### src/sv/evg_pkg.sv
`timescale 1ns / 1ps
`default_nettype none

package evg_pkg;

   localparam int SAMPLE_W  = 16;
   localparam int TIME_W    = 32;
   localparam int LEVEL_W   = 16;
   localparam int HOLD_W    = 16;
   localparam int CSR_W     = 32;
   localparam int CSR_IDX_W = 3;
   localparam int EVENT_W   = 3;
   localparam int DIGIT_W   = 4;
   // root input and working widths of the square root stage
   localparam int ROOT_IN_W  = 32;
   localparam int ROOT_REM_W = 18;

   typedef enum logic [EVENT_W-1:0] {
      EV_NONE       = 3'd0,
      EV_OPEN       = 3'd1,
      EV_SILENCE    = 3'd2,
      EV_MAX        = 3'd3,
      EV_MAX_REOPEN = 3'd4
   } evt_type;

   typedef enum logic [CSR_IDX_W-1:0] {
      CSR_SPEECH_LEVEL = 3'd0,
      CSR_ONSET_HOLD   = 3'd1,
      CSR_SILENCE_HOLD = 3'd2,
      CSR_MIN_CHUNK    = 3'd3,
      CSR_MAX_CHUNK    = 3'd4
   } csr_index_type;

   typedef enum logic [1:0] {
      ST_IDLE,
      ST_MAC,
      ST_SOLVE,
      ST_DECIDE
   } top_state_type;

   typedef enum logic [1:0] {
      RS_IDLE,
      RS_DIV,
      RS_SQRT,
      RS_DONE
   } root_state_type;

   typedef struct packed {
      logic               done;
      logic [LEVEL_W-1:0] level;
   } root_stat_type;

endpackage

`default_nettype wire

### src/sv/evg_root.sv
`timescale 1ns / 1ps
`default_nettype none

module evg_root
   import evg_pkg::*;
#(
   parameter int SUM_W = 40,
   parameter int CNT_W = 10
) (
   input  wire logic              clock,
   input  wire logic              reset,
   input  wire logic              start,
   input  wire logic [SUM_W-1:0]  dividend,
   input  wire logic [CNT_W-1:0]  divisor,
   output root_stat_type          stat
);

   localparam int STEP_W = $clog2(SUM_W);
   localparam int ROOT_STEPS = ROOT_IN_W / 2;

   root_state_type state_ff, state_in;

   logic [STEP_W-1:0]     step_ff, step_in;
   logic [SUM_W-1:0]      dq_ff, dq_in;
   logic [CNT_W-1:0]      div_ff;
   logic [CNT_W-1:0]      drem_ff, drem_in;
   logic [CNT_W:0]        drem_sh;
   logic                  dge;
   logic [ROOT_IN_W-1:0]  sq_ff, sq_in;
   logic [ROOT_REM_W-1:0] srem_ff, srem_in;
   logic [LEVEL_W-1:0]    root_ff, root_in;
   logic [ROOT_REM_W+1:0] srem_sh, trial;
   logic                  sge;

   // restoring division, one quotient bit a cycle
   assign drem_sh = {drem_ff, dq_ff[SUM_W-1]};
   assign dge     = drem_sh >= {1'b0, div_ff};
   assign dq_in   = {dq_ff[SUM_W-2:0], dge};
   assign drem_in = dge ? CNT_W'(drem_sh - {1'b0, div_ff}) : CNT_W'(drem_sh);

   // square root, two radicand bits a cycle
   assign srem_sh = {srem_ff, sq_ff[ROOT_IN_W-1 -: 2]};
   assign trial   = {2'b00, root_ff, 2'b01};
   assign sge     = srem_sh >= trial;
   assign srem_in = sge ? ROOT_REM_W'(srem_sh - trial) : ROOT_REM_W'(srem_sh);
   assign root_in = {root_ff[LEVEL_W-2:0], sge};
   assign sq_in   = {sq_ff[ROOT_IN_W-3:0], 2'b00};

   always_comb begin
      state_in = state_ff;
      unique case (state_ff)
         RS_IDLE: if (start) state_in = RS_DIV;
         RS_DIV:  if (step_ff == '0) state_in = RS_SQRT;
         RS_SQRT: if (step_ff == '0) state_in = RS_DONE;
         RS_DONE: state_in = RS_IDLE;
         default: state_in = RS_IDLE;
      endcase
   end

   always_comb begin
      stat.done  = (state_ff == RS_DONE);
      stat.level = root_ff;
   end

   always_comb begin
      step_in = step_ff;
      unique case (state_ff)
         RS_IDLE: step_in = STEP_W'(SUM_W - 1);
         RS_DIV:  step_in = (step_ff == '0) ? STEP_W'(ROOT_STEPS - 1) : step_ff - 1'b1;
         RS_SQRT: step_in = step_ff - 1'b1;
         RS_DONE: step_in = step_ff;
         default: step_in = step_ff;
      endcase
   end

   always_ff @(posedge clock) begin
      if (reset) begin
         state_ff <= RS_IDLE;
      end else begin
         state_ff <= state_in;
      end
   end

   always_ff @(posedge clock) begin
      step_ff <= step_in;
      unique case (state_ff)
         RS_IDLE: begin
            if (start) begin
               dq_ff   <= dividend;
               div_ff  <= divisor;
               drem_ff <= '0;
            end
         end
         RS_DIV: begin
            dq_ff   <= dq_in;
            drem_ff <= drem_in;
            if (step_ff == '0) begin
               sq_ff   <= ROOT_IN_W'(dq_in);
               srem_ff <= '0;
               root_ff <= '0;
            end
         end
         RS_SQRT: begin
            sq_ff   <= sq_in;
            srem_ff <= srem_in;
            root_ff <= root_in;
         end
         RS_DONE: begin
         end
         default: begin
         end
      endcase
   end

endmodule

`default_nettype wire

### src/sv/energy_voice_activity_gate.sv
`timescale 1ns / 1ps
`default_nettype none

// channel  direction  ports                                     beat
// req      in         sample, block_end, now_ms                 one audio sample
// rsp      out        rms_level, speech, capturing, chunk_event one finished block
// csr      in         we, index, wdata                          one register write
//
// a sample's magnitude is squared one 4-bit digit per cycle into the running
// sum, and the next sample is taken in the cycle of its last digit.
// a block end then runs a bit-serial divide over SUM_W = 31 + clog2(MAX_BLOCK_SAMPLES)
// bits, a 2-bit-per-cycle root, a hand-over, a decision and an idle state.
// reset is synchronous; it restores the register defaults and closes any chunk.
// a waiting result blocks only the next block end, samples keep flowing.

module energy_voice_activity_gate
   import evg_pkg::*;
#(
   parameter int MAX_BLOCK_SAMPLES = 512
) (
   input  wire logic                 clock,
   input  wire logic                 reset,
   input  wire logic                 req_valid,
   output      logic                 req_ready,
   input  wire logic [SAMPLE_W-1:0]  req_sample,
   input  wire logic                 req_block_end,
   input  wire logic [TIME_W-1:0]    req_now_ms,
   output      logic                 rsp_valid,
   input  wire logic                 rsp_ready,
   output      logic [LEVEL_W-1:0]   rsp_rms_level,
   output      logic                 rsp_speech,
   output      logic                 rsp_capturing,
   output      logic [EVENT_W-1:0]   rsp_chunk_event,
   input  wire logic                 csr_we,
   input  wire logic [CSR_IDX_W-1:0] csr_index,
   input  wire logic [CSR_W-1:0]     csr_wdata
);

   localparam int CNT_W = $clog2(MAX_BLOCK_SAMPLES + 1);
   localparam int SUM_W = 31 + $clog2(MAX_BLOCK_SAMPLES);
   localparam int DIGITS = SAMPLE_W / DIGIT_W;
   localparam int DIG_IDX_W = $clog2(DIGITS);
   localparam int PROD_W = SAMPLE_W + DIGIT_W;

   top_state_type state_ff, state_in;

   // registers
   logic [LEVEL_W-1:0] speech_level_ff;
   logic [HOLD_W-1:0]  onset_hold_ff, silence_hold_ff;
   logic [TIME_W-1:0]  min_chunk_ff, max_chunk_ff;

   // sample front end
   logic                 accept;
   logic [SAMPLE_W-1:0]  mag_ff, mag_in;
   logic [SAMPLE_W-1:0]  dig_ff;
   logic [DIG_IDX_W-1:0] k_ff;
   logic                 last_ff, take_ff;
   logic [TIME_W-1:0]    now_ff;
   logic [SUM_W-1:0]     sum_ff, sum_add, sum_in;
   logic [PROD_W-1:0]    prod;
   logic [CNT_W-1:0]     count_ff, count_in;
   logic                 mac_last, start, commit;

   root_stat_type      root_stat;
   logic [LEVEL_W-1:0] rms_ff;

   // detector state
   logic              pending_ff, pending_in;
   logic              open_ff, open_in;
   logic              sil_run_ff, sil_run_in;
   logic [TIME_W-1:0] onset_time_ff, onset_time_in;
   logic [TIME_W-1:0] sil_time_ff, sil_time_in;
   logic [TIME_W-1:0] chunk_time_ff, chunk_time_in;
   logic [TIME_W-1:0] onset_age, sil_age, chunk_age;
   logic              speech;
   logic              closed;
   evt_type           event_in;

   logic                rsp_valid_ff;
   logic [LEVEL_W-1:0]  rsp_rms_ff;
   logic                rsp_speech_ff, rsp_capturing_ff;
   evt_type             rsp_event_ff;

   // ---------------- control ----------------

   assign mac_last = (state_ff == ST_MAC) && (k_ff == DIG_IDX_W'(DIGITS - 1));
   assign accept   = req_valid && req_ready;

   always_comb begin
      state_in = state_ff;
      unique case (state_ff)
         ST_IDLE:   if (accept) state_in = ST_MAC;
         ST_MAC: begin
            if (mac_last) begin
               if (last_ff)     state_in = ST_SOLVE;
               else if (accept) state_in = ST_MAC;
               else             state_in = ST_IDLE;
            end
         end
         ST_SOLVE:  if (root_stat.done) state_in = ST_DECIDE;
         ST_DECIDE: if (!rsp_valid_ff || rsp_ready) state_in = ST_IDLE;
         default:   state_in = ST_IDLE;
      endcase
   end

   always_comb begin
      req_ready = (state_ff == ST_IDLE) || (mac_last && !last_ff);
      start     = mac_last && last_ff;
      commit    = (state_ff == ST_DECIDE) && (!rsp_valid_ff || rsp_ready);
   end

   always_ff @(posedge clock) begin
      if (reset) begin
         state_ff <= ST_IDLE;
      end else begin
         state_ff <= state_in;
      end
   end

   // ---------------- configuration ----------------

   always_ff @(posedge clock) begin
      if (reset) begin
         speech_level_ff <= LEVEL_W'(500);
         onset_hold_ff   <= HOLD_W'(100);
         silence_hold_ff <= HOLD_W'(2000);
         min_chunk_ff    <= TIME_W'(5000);
         max_chunk_ff    <= TIME_W'(300000);
      end else if (csr_we) begin
         unique case (csr_index_type'(csr_index))
            CSR_SPEECH_LEVEL: speech_level_ff <= csr_wdata[LEVEL_W-1:0];
            CSR_ONSET_HOLD:   onset_hold_ff   <= csr_wdata[HOLD_W-1:0];
            CSR_SILENCE_HOLD: silence_hold_ff <= csr_wdata[HOLD_W-1:0];
            CSR_MIN_CHUNK:    min_chunk_ff    <= csr_wdata[TIME_W-1:0];
            CSR_MAX_CHUNK:    max_chunk_ff    <= csr_wdata[TIME_W-1:0];
            default: begin
            end
         endcase
      end
   end

   // ---------------- square accumulate ----------------

   // magnitude wraps -32768 to 0x8000, which is the right unsigned value
   assign mag_in  = req_sample[SAMPLE_W-1] ? (~req_sample + 1'b1) : req_sample;
   assign prod    = PROD_W'(mag_ff) * PROD_W'(dig_ff[DIGIT_W-1:0]);
   assign sum_add = sum_ff + ((take_ff && state_ff == ST_MAC) ?
                    (SUM_W'(prod) << {k_ff, 2'b00}) : SUM_W'(0));
   assign sum_in  = start ? '0 : sum_add;

   always_comb begin
      count_in = count_ff;
      if (start) begin
         count_in = '0;
      end else if (accept && count_ff < CNT_W'(MAX_BLOCK_SAMPLES)) begin
         count_in = count_ff + 1'b1;
      end
   end

   always_ff @(posedge clock) begin
      if (reset) begin
         sum_ff   <= '0;
         count_ff <= '0;
         k_ff     <= '0;
      end else begin
         sum_ff   <= sum_in;
         count_ff <= count_in;
         if (accept) begin
            k_ff <= '0;
         end else if (state_ff == ST_MAC) begin
            k_ff <= k_ff + 1'b1;
         end
      end
   end

   always_ff @(posedge clock) begin
      if (accept) begin
         mag_ff  <= mag_in;
         dig_ff  <= mag_in;
         last_ff <= req_block_end;
         now_ff  <= req_now_ms;
         take_ff <= count_ff < CNT_W'(MAX_BLOCK_SAMPLES);
      end else if (state_ff == ST_MAC) begin
         dig_ff <= dig_ff >> DIGIT_W;
      end
   end

   // ---------------- mean and root ----------------

   evg_root #(
      .SUM_W (SUM_W),
      .CNT_W (CNT_W)
   ) u_root (
      .clock    (clock),
      .reset    (reset),
      .start    (start),
      .dividend (sum_add),
      .divisor  (count_ff),
      .stat     (root_stat)
   );

   always_ff @(posedge clock) begin
      if (root_stat.done) begin
         rms_ff <= root_stat.level;
      end
   end

   // ---------------- chunk decision ----------------

   assign speech    = rms_ff >= speech_level_ff;
   assign onset_age = now_ff - onset_time_ff;
   assign sil_age   = now_ff - sil_time_ff;
   assign chunk_age = now_ff - chunk_time_ff;

   always_comb begin
      pending_in    = pending_ff;
      open_in       = open_ff;
      sil_run_in    = sil_run_ff;
      onset_time_in = onset_time_ff;
      sil_time_in   = sil_time_ff;
      chunk_time_in = chunk_time_ff;
      event_in      = EV_NONE;
      closed        = 1'b0;
      if (!open_ff) begin
         if (speech) begin
            if (!pending_ff) begin
               pending_in    = 1'b1;
               onset_time_in = now_ff;
            end else if (onset_age >= TIME_W'(onset_hold_ff)) begin
               open_in       = 1'b1;
               chunk_time_in = now_ff;
               sil_run_in    = 1'b0;
               event_in      = EV_OPEN;
            end
         end else begin
            pending_in = 1'b0;
         end
      end else begin
         priority if (speech) begin
            sil_run_in = 1'b0;
         end else if (!sil_run_ff) begin
            sil_run_in  = 1'b1;
            sil_time_in = now_ff;
         end else if (sil_age >= TIME_W'(silence_hold_ff)) begin
            open_in  = 1'b0;
            event_in = EV_SILENCE;
            closed   = 1'b1;
         end else begin
         end
         if (!closed) begin
            if (chunk_age >= max_chunk_ff) begin
               if (speech) begin
                  chunk_time_in = now_ff;
                  sil_run_in    = 1'b0;
                  event_in      = EV_MAX_REOPEN;
               end else begin
                  open_in  = 1'b0;
                  event_in = EV_MAX;
               end
            end else if (chunk_age < min_chunk_ff) begin
               sil_run_in = 1'b0;
            end
         end
      end
   end

   always_ff @(posedge clock) begin
      if (reset) begin
         pending_ff <= 1'b0;
         open_ff    <= 1'b0;
         sil_run_ff <= 1'b0;
      end else if (commit) begin
         pending_ff <= pending_in;
         open_ff    <= open_in;
         sil_run_ff <= sil_run_in;
      end
   end

   always_ff @(posedge clock) begin
      if (commit) begin
         onset_time_ff <= onset_time_in;
         sil_time_ff   <= sil_time_in;
         chunk_time_ff <= chunk_time_in;
      end
   end

   // ---------------- result register ----------------

   always_ff @(posedge clock) begin
      if (reset) begin
         rsp_valid_ff <= 1'b0;
      end else if (commit) begin
         rsp_valid_ff <= 1'b1;
      end else if (rsp_ready) begin
         rsp_valid_ff <= 1'b0;
      end
   end

   always_ff @(posedge clock) begin
      if (commit) begin
         rsp_rms_ff       <= rms_ff;
         rsp_speech_ff    <= speech;
         rsp_capturing_ff <= open_in;
         rsp_event_ff     <= event_in;
      end
   end

   assign rsp_valid       = rsp_valid_ff;
   assign rsp_rms_level   = rsp_rms_ff;
   assign rsp_speech      = rsp_speech_ff;
   assign rsp_capturing   = rsp_capturing_ff;
   assign rsp_chunk_event = rsp_event_ff;

   // ---------------- checks ----------------

   a_root_done_in_solve: assert property (@(posedge clock) disable iff (reset)
      root_stat.done |-> state_ff == ST_SOLVE)
      else $error("root result outside solve");

   a_count_bounded: assert property (@(posedge clock) disable iff (reset)
      count_ff <= CNT_W'(MAX_BLOCK_SAMPLES))
      else $error("sample count past block limit");

   a_sum_cleared: assert property (@(posedge clock) disable iff (reset)
      start |=> sum_ff == '0 && count_ff == '0)
      else $error("accumulator not cleared at block end");

   a_event_vs_capture: assert property (@(posedge clock) disable iff (reset)
      commit |=> ((rsp_chunk_event == EV_SILENCE || rsp_chunk_event == EV_MAX) ==
                  (!rsp_capturing && $past(open_ff))))
      else $error("close event does not match capture flag");

endmodule

`default_nettype wire
### config.mk
export PLATFORM = sky130hd
export DESIGN_NAME = energy_voice_activity_gate
export DESIGN_NICKNAME = d
export VERILOG_FILES = /design/src/sv/evg_pkg.sv /design/src/sv/evg_root.sv /design/src/sv/energy_voice_activity_gate.sv
export SDC_FILE = /design/constraint.sdc
export NUM_CORES = 1
export LEC_CHECK = 0
export BUFFER_PORTS_ARGS = -buffer_cell sky130_fd_sc_hd__buf_4
export CAP_MARGIN = 5
export CORE_MARGIN = 4
export CORE_UTILIZATION = 40
export DETAILED_ROUTE_END_ITERATION = 7
export PLACE_DENSITY = 0.67
export SLEW_MARGIN = 5
export SYNTH_ARGS = -nofsm -noshare
export SYNTH_HDL_FRONTEND = slang
export SYNTH_SLANG_ARGS = --single-unit
### constraint.sdc
create_clock -name clock -period 8.1 [get_ports clock]
set_clock_uncertainty 0.1 [all_clocks]
set_input_delay 0.405 -clock clock [delete_from_list [all_inputs] [get_ports clock]]
set_output_delay 0.405 -clock clock [all_outputs]
set_load 0.02 [all_outputs]
Word-level counts from Yosys, hierarchy flattened
Index checks and enable logic that the tools add are counted.
{"block": "totals", "ff_bits": 503, "latchBits": 0, "mem_bits_rw": 0, "rom_bits": 0, "in_bits": 89, "out_inout_bits": 23, "mem_count": 0}
{"block": "op_classes", "add_sub_neg": 10, "n_mul": 1, "n_div": 0, "n_lt_le_gt_ge": 8, "eq_ne": 21, "n_shift": 1, "mux": 72, "bitwise": 5, "n_reduce_logical": 39}
{"cell": "$mux 32", "n": 8}
{"cell": "$sub 32x32->32", "n": 3}
{"cell": "$mux 40", "n": 2}
{"cell": "$pmux 40 s2", "n": 1}
{"cell": "$ge 32x16->1", "n": 2}
{"cell": "$mux 16", "n": 4}
{"cell": "$pmux 32 s2", "n": 1}
{"cell": "$add 40x40->40", "n": 1}
{"cell": "$shl 20x4->40", "n": 1}
{"cell": "$mux 18", "n": 2}
{"cell": "$pmux 18 s2", "n": 1}
{"cell": "$ge 32x32->1", "n": 1}
{"cell": "$lt 32x32->1", "n": 1}
{"cell": "$pmux 16 s2", "n": 1}
{"cell": "$mux 1", "n": 30}
{"cell": "$mux 2", "n": 11}
{"cell": "$ge 20x18->1", "n": 1}
{"cell": "$mul 16x4->20", "n": 1}
{"cell": "$mux 10", "n": 2}
{"cell": "$pmux 10 s2", "n": 1}
{"cell": "$pmux 6 s3", "n": 1}
{"cell": "$reduce_and 2->1", "n": 9}
{"cell": "$sub 18x18->18", "n": 1}
{"cell": "$add 16x1->16 const B", "n": 1}
{"cell": "31 further kinds", "n": 70}

Longest topological paths before layout
{"block": "depth", "word_depth": 9, "mapped_depth": 29}

Cells and area by module
Synthesis repeated with hierarchy kept, for this count alone.
{"block": "unflattened", "cells_unflattened": 3383, "area_unflattened_um2": 32080.8}
{"mod": "energy_voice_activity_gate", "n_inst": 1, "cells_each": 2807, "area_each_um2": 24941.4, "seq_area_each_um2": 9379.0}
{"mod": "evg_root", "n_inst": 1, "cells_each": 576, "area_each_um2": 7139.3, "seq_area_each_um2": 4003.8}

Worst setup path after synthesis
Ideal clock, no wire load.
{"block": "synth_timing", "path_type": "register to register", "from": "register dig_ff[3]", "to": "register u_root.dq_ff[32] (data pin)", "setup_time_ps": 267, "arrival_ps": 6391, "t_required_ps": 7733, "slack_ps": 1342, "stages_incl_launch_ff": 27, "cell_sequence": "edfxtp_1 > clkbuf_1 > nand2_1 > fa_1 > inv_1 > fa_1 > fa_1 > a21o_1 > a21oi_1 > o21ai_0 > a21oi_1 > o21ai_0 > o41ai_1 > o21ai_0 > a211oi_1 > mux2i_1 > mux2_2 > nor2_1 > ha_1 > and2_1 > a221oi_1 > a21oi_1 > o22a_1 > a221o_1 > a31o_2 > xnor2_1 > o21ai_0"}
{"block": "synth_between", "elab_chain_len": 6}
{"element": "start, declared", "line": "energy_voice_activity_gate.sv:55", "source": "logic [SAMPLE_W-1:0] dig_ff;"}
{"element": "start signal, assigned", "line": "energy_voice_activity_gate.sv:179", "source": "dig_ff <= mag_in;"}
{"element": "start signal, assigned", "line": "energy_voice_activity_gate.sv:184", "source": "dig_ff <= dig_ff >> DIGIT_W;"}
{"element": "$mul 16x4->20", "line": "energy_voice_activity_gate.sv:146", "source": "assign prod = PROD_W'(mag_ff) * PROD_W'(dig_ff[DIGIT_W-1:0]);"}
{"element": "$shl 20x4->40", "line": "energy_voice_activity_gate.sv:148", "source": "(SUM_W'(prod) << {k_ff, 2'b00}) : SUM_W'(0));"}
{"element": "$mux 40", "line": "energy_voice_activity_gate.sv:147", "source": "assign sum_add = sum_ff + ((take_ff && state_ff == ST_MAC) ?"}
{"element": "$add 40x40->40", "line": "energy_voice_activity_gate.sv:147"}
{"element": "$mux 40", "line": "evg_root.sv:88", "source": "if (start) begin"}
{"element": "$pmux 40 s2", "line": "evg_root.sv:86", "source": "unique case (state_ff)"}
{"element": "end signal, assigned", "line": "evg_root.sv:89", "source": "dq_ff <= dividend;"}
{"element": "end signal, assigned", "line": "evg_root.sv:95", "source": "dq_ff <= dq_in;"}
{"element": "end, declared", "line": "evg_root.sv:24", "source": "logic [SUM_W-1:0] dq_ff, dq_in;"}
No other way between the ends. The select of a mux whose other input is x is not followed.
A chain may end at the register's enable or synchronous reset.

Worst setup path after layout
{"block": "layout_timing", "from": "register dig_ff[1]", "to": "register u_root.dq_ff[33] (data pin)"}
The elaborated chain is that of the path after synthesis.

==> impl_metrics.csv <==
group,metric,value,unit
critical_path,cp-startpoint,"dig_ff[1]",
power_and_ir_drop,p_switching,2.19,mW
critical_path,endpoint,"u_root.dq_ff[33]",
finish,design_area,36000,µm²
synth,yosys_warnings,0,
outcome,outcome,"complete, no violations",
finish,nets,3918,
power_and_ir_drop,p_clk_frac,0.362,
synth,netlist_area,31500,µm²
grt,grt_use_total,0.173,
hold_path,hp-class,"input port to register",
sta,hold_violations,0,
synth,synth_top_area_frac,0.315,
floorplan,rows,102,
sta,setup_violations,0,
synth,synth-edff-count,331,
critical_path,slowest_delay,0.62,ns
placed_design,place_ws,0.560,ns
critical_path,slowest_stage,"edfxtp_1",
floorplan,die_area,83400,µm²
synth,ys_seq_area_frac,0.424,
clock_tree,clk_latency,0.63,ns
critical_path,reg2reg_setup_slack,0.74,ns
power_and_ir_drop,swShare,0.299,
route,vias_per_cell,5.19,
floorplan,start_util,0.405,
sta,fin_setup_tns,0,ns
clock_tree,cts_buffers,57,
grt,grt_pass1_wl,119,mm
power_and_ir_drop,power_frac_comb,0.236,
power_and_ir_drop,p_int,5.14,mW
finish,utilization,0.463,
finish,area_growth,14.3,%
finish,drive_above_1_share,0.0865,
critical_path,r2r_end,"u_root.dq_ff[33]",
clock_tree,tritoncts,"built",
sta,relSlewSlack,0.276,
sta,fmax,0.136,GHz
grt,antenna_found_initial,10,
route,dr.first_iter.drc_count,1466,
floorplan,die_width,289,µm
grt,grt_max_degree,83,
synth,post-synth-top-area-cell,"edfxtp_1",
critical_path,crit_type,"register to register",
synth,synth.area.top_cells,"edfxtp_1 (32%), ha_1 (12%), dfxtp_1 (11%)",
clock_tree,cts_buffer_depth,3,
clock_tree,cts_root_buffer,"clkbuf_16",
finish,final-instance-count-excl-fill,4594,
sta,drv_slew,0,
finish,multi_input_area,16500,µm²
power_and_ir_drop,power,7.33,mW
floorplan,pin_count,112,
power_and_ir_drop,power.leakage,14.9,nW
placed_design,hpwl,54.4,mm
route,wl,73.6,mm
floorplan,coreArea,77800,µm²
synth,synth_cells,3344,
critical_path,critPathArrivalTime,7.63,ns
critical_path,r2r_cells,26,
synth,syn_nets,3762,
route,via_count,23863,
critical_path,end_kind,"register",
finish,seqCellArea,13400,µm²
placed_design,numPortBuffers,111,
route,drtAntennaViolNets,0,
placed_design,dpl-instance-area,33400,µm²
sta,finalCritPeriodShare,0.909,
synth,synth.avg_cell_area,9.43,µm²
placed_design,gp_congestion,0.872,
power_and_ir_drop,power.density,203,nW/µm²
critical_path,crit_path_max_fanout,16,
grt,grt_pass1_vias,23066,
sta,period_minus_slack,7.36,ns
floorplan,die_y,289,µm
placed_design,dp_cells,4413,
critical_path,reg2reg_from,"dig_ff[1]",
synth,synth_cell_type_count,92,
clock_tree,ctsHtreeMaxLevel,2,
sta,hold_slack,0.0390,ns
power_and_ir_drop,ir_worst_vdd,0.000168,V
critical_path,cp.required,8.36,ns
synth,synthFlopType,"edfxtp_1",
sta,tightestPinTransition,1.09,ns
sta,setup_slack,0.737,ns
run,maxCapViolations,0,
route,drc,0,
grt,grt_overflow,0,
critical_path,start_kind,"register",
synth,synthArstFlopShare,0,
route,post_drt_wl_per_cell,16.0,µm
power_and_ir_drop,p_seq_frac,0.403,
clock_tree,clk_pin_slew_worst_paths,0.07,ns
finish,fill_cells,7433,
route,drt_first_pass_iters,6,
sta,rsz0062_at_grt,"false",
clock_tree,cts_sinks,503,
synth,synth-seq-cells,503,
-- worst min-delay path by stage --
stage,slack [ns],to,depth (start not counted),startpoint
after global routing,0.03,mag_ff[6],2,req_sample[6]
final,0.04,mag_ff[6],2,req_sample[6]
after floorplan,0.33,rms_ff[0],0,u_root.root_ff[0]
after detailed placement,0.33,rms_ff[10],0,u_root.root_ff[10]
after CTS,0.009,mag_ff[15],2,req_sample[14]
after global placement,0.33,rms_ff[13],0,u_root.root_ff[13]
-- layout by cell type (no fill, tap or decap), types with 18 or more instances in the layout --
cell and count:
ha_1 295, nand4_1 38, nand3b_1 23, o21ai_0 145
xor2_1 59, inv_1 345, dfxtp_1 172, nand2b_1 30
nor2_1 253, a211oi_1 26, dlygate4sd3_1 66, a21oi_1 272
mux2i_1 31, edfxtp_1 331, and3_1 21, xnor2_1 96
nand2_1 413, and2_1 83, fa_1 33, o211ai_1 19
nor2b_1 32, nor3_1 49, buf_4 134, a21o_1 78
mux2_2 44, clkbuf_16 59, a31oi_1 18, or3_1 20
o21a_1 38, nand3_1 53, a211o_1 20
-- layout make-up --
class	count	area share
timing repair buffer	200	0.0462
sequential	503	0.371
clock buffer	83	0.0452
clock inverter	25	0.00778
antenna	5	0.000347
tap	1040	0.0361
multi-input combinational	2391	0.457
inverter	347	0.0361
-- synthesized netlist by cell type, types with 18 or more instances --
cell type    n
nor3_1      50
edfxtp_1   331
fa_1        33
a211o_1     20
o21ai_0    146
dfxtp_1    172
nand3b_1    23
and3_1      21
nand3_1     53
a21oi_1    272
nor2b_1     32
mux2_2      44
ha_1       296
xor2_1      59
inv_1      346
nand4_1     38
a31oi_1     18
or3_1       20
xnor2_1     96
nand2_1    413
nand2b_1    30
o211ai_1    19
a211oi_1    26
a21o_1      79
o21a_1      38
mux2i_1     31
nor2_1     253
clkbuf_1    83
and2_1      83
-- state kept, by name, summed over array words and instances, names as in the netlist, 32 cells and up, named ones only --
signal	flops
chunk_time_ff	32
max_chunk_ff	32
min_chunk_ff	32
now_ff	32
onset_time_ff	32
sil_time_ff	32
sum_ff	40
u_root.dq_ff	40
u_root.sq_ff	32
-- layer usage --
metal,up-vias,wire [µm],global-route usage
met1,11153,33100,0.227
met5,-,74,0
met3,115,3920,0.0322
met2,482,35000,0.298
met4,12,1560,0.0411
li1,12101,-,-
-- power by group through the flow --
stage	Combinational, mW	Sequential (mW)	Clock [mW]
after global placement	1.65	3.01	0
after floorplan	1.30	2.97	0
after global routing	1.96	2.96	2.82
after detailed placement	1.68	3.01	0
after CTS	1.73	2.96	2.72
final	1.73	2.95	2.65
-- logic make-up after synthesis --
kind of cell / count (synthesis) / share of synthesized area
fa+ha+maj: 329 / 0.138
mux: 76 / 0.0263
flops: 503 / 0.424
compound gates: 769 / 0.156
xor+xnor: 155 / 0.0430
buf+inv: 450 / 0.0544
simple gates: 1062 / 0.157
-- critical path: cells and delay by family, from the launching register on --
family / cells / cell delay [ns]
buffers and inverters: 1 / 0.05
adders and majority gates: 4 / 1.94
DFF: 1 / 0.62
muxes: 2 / 0.56
xor gates and xnor gates: 2 / 0.29
AOI/OAI and AO/OA: 12 / 2.95
and+or+nand+nor: 5 / 0.58
-- timing repair --
| item | in CTS | in global routing |
|---|---|---|
| setup endpoints to repair | 0 | 10 |
| resized for setup | 0 | 1 |
| hold buffers | 66 | 0 |
| endpoints found under the hold margin | 146 | 0 |
| setup buffers | 0 | 2 |
Power figures use the tool's default switching activity.
